[src/sv/adam_sqrt.sv]
// Pipelined digit-by-digit integer square root, one root bit per stage.
// Carries a sideband word alongside each operand. No dependencies.
module adam_sqrt #(
	parameter int unsigned XW = 64,
	parameter int unsigned SW = 1,
	parameter int unsigned RW = XW / 2
) (
	input  logic          clk,
	input  logic          arst_n,
	input  logic          en,
	input  logic [XW-1:0] x,
	input  logic [SW-1:0] sb_in,
	output logic [RW-1:0] root,
	output logic [SW-1:0] sb_out
);

	logic [RW+1:0] rem_q [0:RW-1];
	logic [RW-1:0] rt_q  [0:RW-1];
	logic [XW-1:0] x_q   [0:RW-1];
	logic [SW-1:0] sb_q  [0:RW-1];

	logic [RW+1:0] nrem [0:RW-1];
	logic [RW-1:0] nrt  [0:RW-1];
	logic [XW-1:0] nx   [0:RW-1];
	logic [SW-1:0] nsb  [0:RW-1];

	always_comb begin
		logic [RW+1:0] cr;
		logic [RW-1:0] ct;
		logic [XW-1:0] cx;
		logic [SW-1:0] cs;
		logic [RW+3:0] acc;
		logic [RW+3:0] trial;
		logic [RW+3:0] diff;
		logic          ge;
		for (int k = 0; k < RW; k++) begin
			if (k == 0) begin
				cr = '0;
				ct = '0;
				cx = x;
				cs = sb_in;
			end else begin
				cr = rem_q[k-1];
				ct = rt_q[k-1];
				cx = x_q[k-1];
				cs = sb_q[k-1];
			end
			acc     = {cr, cx[XW-1:XW-2]};
			trial   = {2'b00, ct, 2'b01};
			diff    = acc - trial;
			ge      = (acc >= trial);
			nrem[k] = ge ? diff[RW+1:0] : acc[RW+1:0];
			nrt[k]  = {ct[RW-2:0], ge};
			nx[k]   = {cx[XW-3:0], 2'b00};
			nsb[k]  = cs;
		end
	end

	always_ff @(posedge clk or negedge arst_n) begin
		if (!arst_n) begin
			for (int k = 0; k < RW; k++) begin
				sb_q[k] <= '0;
			end
		end else if (en) begin
			for (int k = 0; k < RW; k++) begin
				rem_q[k] <= nrem[k];
				rt_q[k]  <= nrt[k];
				x_q[k]   <= nx[k];
				sb_q[k]  <= nsb[k];
			end
		end
	end

	assign root   = rt_q[RW-1];
	assign sb_out = sb_q[RW-1];

endmodule

[config.mk]
export PLATFORM = sky130hd
export DESIGN_NAME = adam_sqrt
export DESIGN_NICKNAME = d
export VERILOG_FILES = /design/src/sv/adam_sqrt.sv
export SDC_FILE = /design/constraint.sdc
export NUM_CORES = 2
export LEC_CHECK = 0
export BUFFER_PORTS_ARGS = -buffer_cell sky130_fd_sc_hd__buf_2
export CORE_ASPECT_RATIO = 0.9
export CORE_MARGIN = 5
export CORE_UTILIZATION = 50
export DETAILED_ROUTE_END_ITERATION = 7
export PLACE_DENSITY = 0.76
export SLEW_MARGIN = 40
export SYNTH_ARGS = -nofsm -noshare
export SYNTH_HDL_FRONTEND = slang
export SYNTH_MEMORY_MAX_BITS = 65536
export SYNTH_SLANG_ARGS = --single-unit
export TNS_END_PERCENT = 20
[constraint.sdc]
create_clock -name clk -period 11.5 [get_ports clk]
set_clock_uncertainty 0.2 [all_clocks]
set_input_delay 2.3 -clock clk [delete_from_list [all_inputs] [get_ports clk]]
set_output_delay 2.3 -clock clk [all_outputs]
set_load 0.05 [all_outputs]
Yosys cells after proc, flatten, opt, wreduce, memory -nomap -nowiden. Memories as Yosys holds them, arrays and structs flattened. Index checks and enable logic that the tools add are counted.

$add $sub $neg: 32. Order comparisons: 32. Mux-type cells: 34. Reduce and logical (&&, ||, !) cells: 1.

Operator list (number): $ge 36x34->1 (31); $mux 34 (32); $sub 34x34->34 (31); $sub 2x1->3 const B (1); $ge 2x1->1 const B (1); $mux 1 (2); $logic_and 1x1->1 (1).

Register bits: 32. RAM bits: 4096. Input port bits: 68. Output and inout bits: 33. Word-level logic and storage cells: 134. Memories kept: 3.

Memories: x_q (words 32, width 62, rd ports 31, clocked after memory_dff 0, write ports 32, line 19) `logic [XW-1:0] x_q [0:RW-1];`; rem_q (words 32, width 34, rd ports 31, clocked after memory_dff 0, write ports 32, line 17) `logic [RW+1:0] rem_q [0:RW-1];`; rt_q (words 32, width 32, rd ports 32, clocked after memory_dff 0, write ports 32, line 18) `logic [RW-1:0] rt_q [0:RW-1];`.

Depth between registers and ports, before layout.
Depth in word-level cells: 3. Depth in mapped cells: 14. Mapped depth without buffers: 13.

Worst setup path before layout. No wires, ideal clock.

Path kind: input-to-reg. Start: in en. End: mem rem_q[0][0] (netlist name) (enable). Setup time: 3239 ps. Arrival time: 59427 ps. Data required time: 8061 ps. Path slack: -51366 ps. Stages on the path: 3. Buffers on the path: 2. Cells stage by stage: clkbuf_1 > clkbuf_1 > and2_1.

RTL lines: start, declared (line 10) `input logic en,`; end, declared (line 17).

==> flow_metrics.py <==
metrics = {
    "power": {
        "p_leak_nw": 49.2,
        "net-switching-power_mw": 5.07,
        "peakVddDrop_mv": 0.165,
        "p_int_mw": 17.0,
        "seq_power_share": 0.505,
        "powerDensity_nw_per_um2": 167,
        "switching_share": 0.230,
        "pwr-share-comb": 0.098,
        "clkPwrFrac": 0.396,
    },
    "setup_path": {
        "slowest_stage": "and2_4",
        "crit_required_ns": 11.81,
        "critical_path_buf_inv_count": 5,
        "worstSetupEndpointType": "flop",
        "arrival_ns": 5.39,
        "start_kind": "input pin",
        "crit_type": "in -> reg",
        "max_stage_delay_ns": 0.70,
        "path_cells": "buf_2 > and2_4 > buf_12 > buf_16 > buf_12 > buf_16",
        "cp_top_family": "buffers and inverters",
        "cp_max_fo": 111,
    },
    "finish": {
        "stdcell_count": 12700,
        "postLayoutCellArea_um2": 132000,
        "nets": 10000,
        "drive_gt1_frac": 0.0768,
        "syn_to_final_growth_pct": 11.4,
        "antenna_cells": 0,
        "utilization": 0.560,
    },
    "timing": {
        "maxSlewViolCount": 0,
        "rsz0062_at_grt": "false",
        "max_freq_mhz": 197,
        "min_period_ns": 5.08,
        "maxSlewHeadroom": 0.408,
        "tightest_slew_ns": 0.876,
        "finalSetupTns_ns": 0,
        "finalSetupViolations": 0,
        "period_share": 0.441,
        "hold_violations": 0,
        "setup_ws_ns": 6.42,
    },
    "clocking": {
        "htreeDepth": 5,
        "insertion_delay_ns": 0.91,
        "cts_resized": 0,
        "clock_path_buffers": 4,
        "cts_setup_buffers": 0,
        "ctsHoldBuffers": 0,
        "cts_tree": "done",
        "cts-root-buf": "clkbuf_16",
        "clock-sinks": 2555,
        "numCtsBuffers": 282,
        "clk_pin_slew_ns": 0.06,
    },
    "synth": {
        "yosysTopAreaCellShare": 0.640,
        "synth_fa_ha_area_frac": 0.0594,
        "synthTopCellsByCount": "edfxtp_1, inv_1, nand2_1, nor2_1, a21oi_1",
        "synth_top_family_by_area": "simple AND/OR/NAND/NOR gates",
        "synth_area_um2": 118000,
        "synth_compound_area_frac": 0.0947,
        "syn_nets": 9757,
        "synth_most_common_cell": "edfxtp_1",
        "yosysSeqAreaShare": 0.647,
        "ys.flop_type": "edfxtp_1",
        "synth-simple-area-share": 0.0979,
        "synth_seq_cells": 2555,
        "ys_async_sr_fraction": 0.0125,
        "synth-xor-area-share": 0.0626,
        "synth_area_leader_cell": "edfxtp_1",
        "syn_area_per_cell_um2": 13.0,
        "postSynthCellCount": 9127,
        "yosysWarnings": 0,
        "muxShareOfSynthArea": 0.00909,
        "synthTopCellsByArea": "edfxtp_1, ha_1, xnor2_1, xor2_1, a21oi_1",
        "synth_cell_type_count": 94,
        "synth_edf_count": 2523,
    },
    "route": {
        "drt_iter0_drc": 6734,
        "drtPass1Iterations": 6,
        "ant_nets": 0,
        "via_per_inst": 5.59,
        "via_count": 71300,
        "wl_um": 231000,
        "avgRoutedWirePerCell_um": 18.1,
        "drcViolationCount": 0,
    },
    "floorplanning": {
        "die_x_um": 523,
        "ios": 101,
        "rows": 169,
        "core_area_um2": 236000,
        "start_util": 0.502,
        "die_height_um": 471,
        "dieArea_um2": 246000,
    },
    "grt": {
        "grt_max_degree": 177,
        "grt_pass1_wl_um": 368000,
        "grt.overflow.total": 0,
        "grt_pass1_vias": 69300,
        "grt_usage": 0.183,
        "antenna_found_initial": 5,
    },
    "place": {
        "post_dp_cell_area_um2": 123000,
        "placed_cells": 12300,
        "post-dp-hpwl_um": 162000,
        "place.port_buffers": 100,
        "gp_congestion": 0.908,
        "place_ws_ns": 5.55,
    },
    "min_path": {
        "hold_path.class": "reg -> reg",
    },
    "run_status": {
        "status": "finished clean",
    },
    "run": {
        "drv_cap": 0,
    },
}
==> cell type report <==
| class | instances | area, µm² |
|---|---|---|
| timing repair buffer | 156 | 1210 |
| clock buffer | 332 | 7410 |
| clock inverter | 154 | 1540 |
| inverter | 729 | 2740 |
| multi-input combinational | 5660 | 38400 |
| tap | 3163 | 3960 |
| sequential | 2555 | 76600 |
| fill | 18800 | 104000 |
==> cell families (layout without fill, tap and decap cells) <==
group / after synthesis / after routing
AO/OA/AOI/OAI: 1801 / 1801
XOR/XNOR: 846 / 846
adder cells (fa/ha/maj): 562 / 562
buffers and inverters: 912 / 1371
flip-flops: 2555 / 2555
multiplexers: 97 / 97
other: 1 / 1
AND/OR/NAND/NOR: 2353 / 2353
==> cell usage in the layout, fill, tap and decap left out, drive strengths merged, types with 269 or more instances in the layout <==
| master | netlist | final |
|---|---|---|
| ha | 562 | 562 |
| clkbuf | 166 | 332 |
| xor2 | 394 | 394 |
| inv | 728 | 737 |
| a21oi | 581 | 581 |
| nor2 | 597 | 597 |
| nand2 | 603 | 603 |
| edfxtp | 2523 | 2523 |
| a21o | 269 | 269 |
| o21ai | 442 | 442 |
| xnor2 | 452 | 452 |
==> worst reg2reg max path, stage by stage (launching register included) <==
cell	delay, ns
edfxtp_1	0.35
inv_1	0.05
ha_1	0.35
nor2b_1	0.16
o21ai_0	0.16
nand2b_1	0.15
a211oi_1	0.52
o21ai_0	0.33
a21oi_1	0.49
o21ba_2	0.59
clkinv_2	0.59
o2111a_1	0.43
==> through the flow <==
step / total power [mW] / hold WS, ns
floorplan: 13.1 / 0.200
global placement: 13.4 / 0.200
detailed placement: 13.5 / 0.205
CTS: 22.3 / 0.168
global route: 23.0 / 0.177
finish: 22.1 / 0.173
==> worst paths after layout <==
| kind | from | to | slack [ns] | cells after the start |
|---|---|---|---|---|
| min | x_q[0][487] | x_q[0][551] | 0.17 | 0 |
| max in group asynchronous | arst_n | nsb[20] | 9.42 | 1 |
| min reg2reg | x_q[0][487] | x_q[0][551] | 0.17 | 0 |
| min in group asynchronous | arst_n | nsb[0] | 1.23 | 1 |
| max | en | x_q[0][70] | 6.42 | 6 |
| max reg2reg | rt_q[1][256] | rem_q[1][332] | 6.88 | 11 |
==> flip-flops by register name, summed over array words and instances, names as in the netlist <==
register  flops
rem_q      1003
x_q         992
rt_q        528
nsb          31
sb_out        1
==> power groups by stage <==
stage / Sequential [mW] / Clock (mW) / Combinational [mW]
after floorplan: 11.5 / 0 / 1.64
after global placement: 11.3 / 0 / 2.05
after detailed placement: 11.3 / 0 / 2.13
after CTS: 11.2 / 9.00 / 2.15
after global routing: 11.2 / 9.42 / 2.40
final: 11.2 / 8.74 / 2.17
==> routing by layer <==
layer / vias up / global-route usage / wire length (µm)
met2: 1998 / 0.306 / 112000
met5: - / 0 / 13
li1: 34200 / - / -
met1: 34500 / 0.247 / 100000
met4: 2 / 0.0601 / 7300
met3: 524 / 0.0261 / 11900
No activity file was read; power rests on OpenSTA's default activity.
